[src/hw/rtl/lpht_pkg.sv]
// Package for the linear probing hash table: sizes, opcodes, status codes
// and the command and status structs between controller and datapath.
// No dependencies.
package lpht_pkg;

    localparam int TABLE_DEPTH = 4096;
    localparam int KEY_WORDS   = 6;
    localparam int HASH_ROT    = 17;
    localparam int IDX_W       = $clog2(TABLE_DEPTH);
    localparam int CNT_W       = 13;
    localparam int DIV_BITS    = 4;
    localparam int DIV_STEPS   = 64 / DIV_BITS;
    localparam int DIVC_W      = $clog2(DIV_STEPS);

    localparam logic [2:0] OP_OVERWRITE = 3'd0;
    localparam logic [2:0] OP_SHORTER   = 3'd1;
    localparam logic [2:0] OP_IF_NEW    = 3'd2;
    localparam logic [2:0] OP_LOOKUP    = 3'd3;
    localparam logic [2:0] OP_CLEAR     = 3'd4;

    localparam logic [1:0] ST_DONE        = 2'd0;
    localparam logic [1:0] ST_NOT_APPLIED = 2'd1;
    localparam logic [1:0] ST_FULL        = 2'd2;
    localparam logic [1:0] ST_NOT_FOUND   = 2'd3;

    typedef struct packed {
        logic             valid;
        logic [KEY_WORDS*64-1:0] key;
        logic [31:0]      handle;
        logic [7:0]       len;
    } slot_entry_t;

    typedef struct packed {
        logic       load;
        logic       div_step;
        logic       probe_init;
        logic       probe_rd;
        logic       probe_adv;
        logic       clr_step;
        logic       wr_entry;
        logic       cnt_inc;
        logic       cnt_clr;
        logic       out_load;
        logic [1:0] res_status;
        logic       res_found;
        logic       res_slot0;
    } lpht_cmd_t;

    typedef struct packed {
        logic [2:0] op;
        logic       div_last;
        logic       hit_empty;
        logic       hit_match;
        logic       len_le;
        logic       tried_all;
        logic       clr_last;
    } lpht_stat_t;

endpackage

[src/hw/rtl/lpht_ctrl.sv]
// Controller of the hash table: sequences hash, divide, probe, clear and
// result hand-off. Uses lpht_pkg.
module lpht_ctrl
    import lpht_pkg::*;
(
    input  logic       clk,
    input  logic       rst_n,
    input  logic       in_valid,
    output logic       in_ready,
    input  logic [2:0] opcode,
    output logic       out_valid,
    input  logic       out_ready,
    input  lpht_stat_t stat,
    output lpht_cmd_t  cmd
);

    typedef enum logic [7:0] {
        S_INIT  = 8'b0000_0001,
        S_IDLE  = 8'b0000_0010,
        S_DIV   = 8'b0000_0100,
        S_PINIT = 8'b0000_1000,
        S_PRD   = 8'b0001_0000,
        S_PCMP  = 8'b0010_0000,
        S_CLR   = 8'b0100_0000,
        S_DONE  = 8'b1000_0000
    } state_t;

    state_t state_reg, state_next;
    logic   out_valid_reg, out_valid_next;
    logic   out_free;
    logic   is_write;

    assign out_free = !out_valid_reg || out_ready;
    assign in_ready = (state_reg == S_IDLE);
    assign is_write = (stat.op == OP_OVERWRITE) || (stat.op == OP_SHORTER) ||
                      (stat.op == OP_IF_NEW);

    always_comb
    begin
        state_next = state_reg;
        cmd        = '0;
        case (state_reg)
            S_INIT:
            begin
                cmd.clr_step = 1'b1;
                if (stat.clr_last)
                    state_next = S_IDLE;
            end
            S_IDLE:
            begin
                if (in_valid)
                begin
                    cmd.load = 1'b1;
                    if (opcode == OP_CLEAR)
                        state_next = S_CLR;
                    else if (opcode <= OP_LOOKUP)
                        state_next = S_DIV;
                    else
                        state_next = S_DONE;
                end
            end
            S_DIV:
            begin
                cmd.div_step = 1'b1;
                if (stat.div_last)
                    state_next = S_PINIT;
            end
            S_PINIT:
            begin
                cmd.probe_init = 1'b1;
                state_next     = S_PRD;
            end
            S_PRD:
            begin
                cmd.probe_rd = 1'b1;
                state_next   = S_PCMP;
            end
            S_PCMP:
            begin
                if (stat.hit_empty || stat.hit_match || stat.tried_all)
                begin
                    // hold here until the result register is free
                    if (out_free)
                    begin
                        cmd.out_load = 1'b1;
                        state_next   = S_IDLE;
                        if (stat.hit_empty)
                        begin
                            if (is_write)
                            begin
                                cmd.wr_entry   = 1'b1;
                                cmd.cnt_inc    = 1'b1;
                                cmd.res_status = ST_DONE;
                            end
                            else
                                cmd.res_status = ST_NOT_FOUND;
                        end
                        else if (stat.hit_match)
                        begin
                            if (stat.op == OP_LOOKUP)
                            begin
                                cmd.res_found  = 1'b1;
                                cmd.res_status = ST_DONE;
                            end
                            else if (stat.op == OP_IF_NEW ||
                                     (stat.op == OP_SHORTER && stat.len_le))
                                cmd.res_status = ST_NOT_APPLIED;
                            else
                            begin
                                cmd.wr_entry   = 1'b1;
                                cmd.res_status = ST_DONE;
                            end
                        end
                        else
                        begin
                            cmd.res_slot0  = 1'b1;
                            cmd.res_status = is_write ? ST_FULL : ST_NOT_FOUND;
                        end
                    end
                end
                else
                begin
                    cmd.probe_adv = 1'b1;
                    state_next    = S_PRD;
                end
            end
            S_CLR:
            begin
                cmd.clr_step = 1'b1;
                if (stat.clr_last)
                    state_next = S_DONE;
            end
            S_DONE:
            begin
                if (out_free)
                begin
                    cmd.out_load  = 1'b1;
                    cmd.res_slot0 = 1'b1;
                    if (stat.op == OP_CLEAR)
                    begin
                        cmd.cnt_clr    = 1'b1;
                        cmd.res_status = ST_DONE;
                    end
                    else
                        cmd.res_status = ST_NOT_APPLIED;
                    state_next = S_IDLE;
                end
            end
            default:
                state_next = S_INIT;
        endcase
    end

    always_comb
    begin
        out_valid_next = out_valid_reg;
        if (cmd.out_load)
            out_valid_next = 1'b1;
        else if (out_ready)
            out_valid_next = 1'b0;
    end

    always_ff @(posedge clk or negedge rst_n)
    begin
        if (!rst_n)
        begin
            state_reg     <= S_INIT;
            out_valid_reg <= 1'b0;
        end
        else
        begin
            state_reg     <= state_next;
            out_valid_reg <= out_valid_next;
        end
    end

    assign out_valid = out_valid_reg;

endmodule

[config.mk]
export PLATFORM = sky130hd
export DESIGN_NAME = lpht_ctrl
export DESIGN_NICKNAME = d
export VERILOG_FILES = /design/src/hw/rtl/lpht_pkg.sv /design/src/hw/rtl/lpht_ctrl.sv
export SDC_FILE = /design/constraint.sdc
export NUM_CORES = 1
export LEC_CHECK = 0
export ABC_AREA = 1
export BUFFER_PORTS_ARGS = -buffer_cell sky130_fd_sc_hd__buf_4
export CORE_MARGIN = 2
export CORE_UTILIZATION = 40
export DETAILED_ROUTE_END_ITERATION = 10
export PLACE_DENSITY = 0.66
export SLEW_MARGIN = 0
export SYNTH_ARGS = -nofsm -noshare
export SYNTH_HDL_FRONTEND = slang
export SYNTH_SLANG_ARGS = --single-unit
[constraint.sdc]
create_clock -name clk -period 1.4 [get_ports clk]
set_input_delay 0.21 -clock clk [delete_from_list [all_inputs] [get_ports clk]]
set_output_delay 0.21 -clock clk [all_outputs]
set_load 0.02 [all_outputs]
== Yosys cells after proc, flatten, opt, wreduce, memory -nomap -nowiden ==
Cells that the tools add are included.

* Flip-flop bits (word level): 9
* Input bits: 16
* Output and inout bits: 16
* Logic and storage cells: 80

* Order comparisons: 1
* Eq/ne operators: 17
* Multiplexer cells: 48
* Reduce and logical (&&, ||, !) cells: 12

{| class="wikitable"
|+ Operator list
! operator !! count
|-
| 8-bit 2-to-1 mux || 8
|-
| 8-bit case mux with 8 select lines || 1
|-
| 1-bit 2-to-1 mux || 25
|-
| 2-bit 2-to-1 mux || 9
|-
| 5-bit 2-to-1 mux || 2
|-
| 8-bit by 1-bit equality test with 1-bit output (second input constant) || 1
|-
| 8-bit by 2-bit equality test with 1-bit output (second input constant) || 1
|-
| 8-bit by 3-bit equality test with 1-bit output (second input constant) || 1
|-
| 8-bit by 4-bit equality test with 1-bit output (second input constant) || 1
|-
| 8-bit by 5-bit equality test with 1-bit output (second input constant) || 1
|-
| 8-bit by 6-bit equality test with 1-bit output (second input constant) || 1
|-
| 8-bit by 7-bit equality test with 1-bit output (second input constant) || 1
|-
| 8-bit equality test (second input constant) || 1
|-
| 2-bit != test (second input constant) || 4
|-
| 3-bit by 2-bit equality test with 1-bit output (second input constant) || 2
|-
| 3-bit equality test (second input constant) || 2
|-
| 1-bit logical OR || 6
|-
| 3-bit case mux with 2 select lines || 1
|-
| 4-bit 2-to-1 mux || 1
|-
| 4-bit AND reduction || 1
|-
| 3-bit by 1-bit equality test with 1-bit output (second input constant) || 1
|-
| 3-bit by 2-bit less-or-equal comparator with 1-bit output (second input constant) || 1
|-
| 3-bit zero test || 1
|-
| 1-bit case mux with 2 select lines || 1
|-
| other kinds (4) || 4
|}

== Depth between registers and ports, before layout ==
* Depth in word-level cells: 11
* Depth in mapped cells: 9
* Gate-level depth less buffers: 9

== Least setup slack after synthesis ==
No wires, ideal clock.

* Path type: register to output
* From: register state_reg[7]
* To: output cmd[0] in the netlist's numbering
* Data arrival time: 1,239 ps
* Slack: -49 ps
* Stages on the path, launching flop included: 6
* Path buffers: 0
* Cell sequence: dfrtp_1 nor2_1 nand2_1 nor2_4 nand2_4 a22oi_1

{| class="wikitable"
|+ RTL lines
! element !! RTL line !! RTL
|-
| from (decl) || lpht_ctrl.sv:28 || <nowiki>state_t state_reg, state_next;</nowiki>
|-
| from (signal assigned) || lpht_ctrl.sv:172 || <nowiki>state_reg <= state_next;</nowiki>
|-
| to (decl) || lpht_ctrl.sv:14 || <nowiki>output lpht_cmd_t cmd</nowiki>
|}

==> impl_metrics.yaml <==
floorplan:
  start_util_pct: 42.5
  die_w_um: 49.7
  die_h_um: 49.7
  coreArea_sq_mm: 0.00196
  num_rows: 16
  io_pins: 32
  die_area_sq_mm: 0.00247
worst_setup_path:
  crit_path_max_fanout: 4
  path_buf_inv: 3
  cp.required_ps: 1190
  start_kind: "flip-flop"
  cp_cell_sequence: "nor2_4, nand2_2, nor2_4, buf_4, inv_2, nor2_1, buf_4"
  arrival_ps: 1520
  worstSetupPathType: "reg2out"
  crit_path_max_incr_delay_ps: 460
  slowest_stage: "dfrtp_2"
  r2r_start: "state_reg[6]"
  r2r_cells: 12
  regToRegSetupSlack_ps: -270
  cp_top_family: "flip-flops"
  r2r-end: "state_reg[6]"
  cp-end-kind: "primary output"
route:
  drc: 0
  top_layer: "met4"
  drtIter0Drc: 21
  route.detailed.vias_per_inst: 4.98
  met1_length_um: 1290
  wl_per_cell_um: 15.5
  routed-via-count: 1126
  dr_wl_met2_um: 1910
  drt-total-wl_um: 3490
  firstDrtPassIters: 4
  antenna_left: 0
  dr_wl_met3_um: 123
placed_design:
  dpl.hpwl_um: 1820
  place_area_sq_mm: 0.00119
  portBuffers: 31
  pre_cts_slack_ps: -31.1
  place_congestion: 0.870
  place_inst: 199
clocking:
  cts_num_sinks: 9
  htreeDepth: 1
  root_buffer: "clkbuf_4"
  cts_buffers: 3
  clk_latency_ps: 280
  cts_buffer_depth: 2
  cts_tree: "yes"
  cts.reportedPaths.clkPinSlew_ps: 70
pwr:
  p_int_mw: 1.11
  switching_share_pct: 46.1
  p_per_area_mw_per_mm2: 1220
  p_leak_nw: 0.871
  p_clk_share_pct: 10.8
  power_frac_seq_pct: 18.1
  share_comb_of_total_power_pct: 71.1
  power_mw: 2.06
  p_sw_mw: 0.948
  ir_drop_uv: 900
synth:
  synth_mux_area_share_pct: 0
  synth_fa_ha_area_share_pct: 0
  synth_top_family_by_area: "simple AND/OR/NAND/NOR gates"
  synth_compound_area_share_pct: 5.10
  syn-instance-count: 130
  yosysSeqAreaShare_pct: 27.1
  syn_area_sq_um: 835
  synth_nets: 146
  synth_seq_cells: 9
  yosysTopAreaCell: "dfrtp_1"
  synth_top_cell_area_share_pct: 24.0
  yosys-top-cells-area: "dfrtp_1 (24%), nand2_1 (15%), nor2_1 (9.4%)"
  synth_xor_area_share_pct: 0
  syn_avg_cell_area_sq_um: 6.42
  yosysWarnings: 0
  yosys.area_share.simple_pct: 56.5
  synth.distinct_cells: 21
global_routing:
  grt_pass1_wl_um: 4350
  antenna_found_initial: 0
  grt_usage_pct: 23.2
  grt_start_max_net_pins: 10
  grt_overflow: 0
  grt_pass1_vias: 1036
cells_and_area:
  nFillCells: 115
  diodes: 0
  final_nets: 216
  design_area_sq_mm: 0.00169
  syn2layout_area_growth_pct: 102
  drive_gt1_share_pct: 68.8
  regArea_sq_um: 229
  largest_reg_flops: 8
  multi_input_area_sq_um: 734
  instances_no_fill: 226
sta:
  slew_viol_final: 0
  period_share_pct: 124
  skew_ps: 0.983
  relSlewSlack_pct: 80.0
  setup_viol: 21
  min_period_ps: 1730
  worstMarginPinSlew_ps: 300
  fmax_ghz: 0.577
  fin_ws_ps: -333
  hold_viol: 0
  rsz0062_at_grt: "true"
status:
  status: "finished, violations left"
  violations: "setup timing"
hold_path:
  holdPathEnd: "state_reg[2]"
  hold_depth: 4
  hold_class: "in2reg"
  min_from: "opcode[2]"
flow_run:
  cap_viol_max_count: 0
## worst min-delay path, stage by stage
cell	delay (ps)
buf_4	90
nor2_1	50
nand2_2	60
nand2_1	40
## cells in the final DEF (no fill, tap or decap), drive strengths merged
| cell | count |
|---|---|
| nor2 | 31 |
| inv | 23 |
| dlygate4sd3 | 1 |
| a21oi | 3 |
| buf | 65 |
| nand3b | 1 |
| nor3 | 2 |
| clkbuf | 4 |
| dfstp | 1 |
| a22oi | 1 |
| dfrtp | 8 |
| nand3 | 14 |
| nand2 | 41 |
| o21ai | 4 |
## worst max path at each step
stage          endpoint          from  cells after the start  slack, ps
2_1_floorplan    cmd[2]  state_reg[7]                      5          7
3_3_place_gp     cmd[2]  state_reg[7]                      6        -10
3_5_place_dp     cmd[0]  state_reg[7]                      6        -30
4_1_cts          cmd[0]  state_reg[1]                      6       -260
5_1_grt          cmd[9]  state_reg[7]                      7       -400
6_report         cmd[9]  state_reg[7]                      7       -330
## power groups by stage
| stage | sequential (mW) | combinational, mW | clock (mW) |
|---|---|---|---|
| global route | 0.374 | 1.54 | 0.234 |
| finish | 0.371 | 1.46 | 0.223 |
| CTS | 0.363 | 1.02 | 0.212 |
| detailed placement | 0.362 | 0.762 | 0 |
| floorplan | 0.360 | 0.524 | 0 |
| global placement | 0.361 | 0.754 | 0 |
## synthesized netlist by cell type (all sizes together)
master	number
a21oi	3
a22oi	1
buf	1
dfrtp	8
dfstp	1
inv	23
nand2	41
nand3	14
nand3b	1
nor2	31
nor3	2
o21ai	4
## stage by stage
stage / util (%) / hold slack [ps] / setup TNS (ps)
4_1_cts: 72.8 / 206 / -3240
3_5_place_dp: 60.8 / 41.8 / -77.3
5_1_grt: 86.0 / 241 / -6760
2_1_floorplan: - / -85.6 / 0
3_3_place_gp: 60.8 / 38.8 / -29.6
6_report: 86.0 / 214 / -5460
## per-layer routing
| layer | GRT usage, % | vias to the layer above |
|---|---|---|
| met3 | 2.12 | 14 |
| met5 | 0 | - |
| met4 | 13.0 | 0 |
| met1 | 24.8 | 530 |
| li1 | - | 535 |
| met2 | 44.0 | 47 |
## what timing repair did
| item | 4_1_cts | 5_1_grt |
|---|---|---|
| setup buffers | 11 | 16 |
| pin swaps | 8 | 20 |
| endpoints found under the hold margin | 9 | 0 |
| setup endpoints to repair | 16 | 21 |
| resized for setup | 34 | 45 |
| hold buffers | 1 | 0 |
## kinds of logic after synthesis
logic type,after synthesis
buf+inv,24
flops,9
simple gates,89
compound gates,8
## area by class of cell
cell class | count | area share, %
well taps | 27 | 2.00
inverters | 23 | 5.12
multi-input cells | 97 | 43.5
flip-flops and latches | 9 | 13.6
clock buffers | 4 | 1.56
repair buffers | 66 | 34.2
Power figures use the tool's default switching activity.
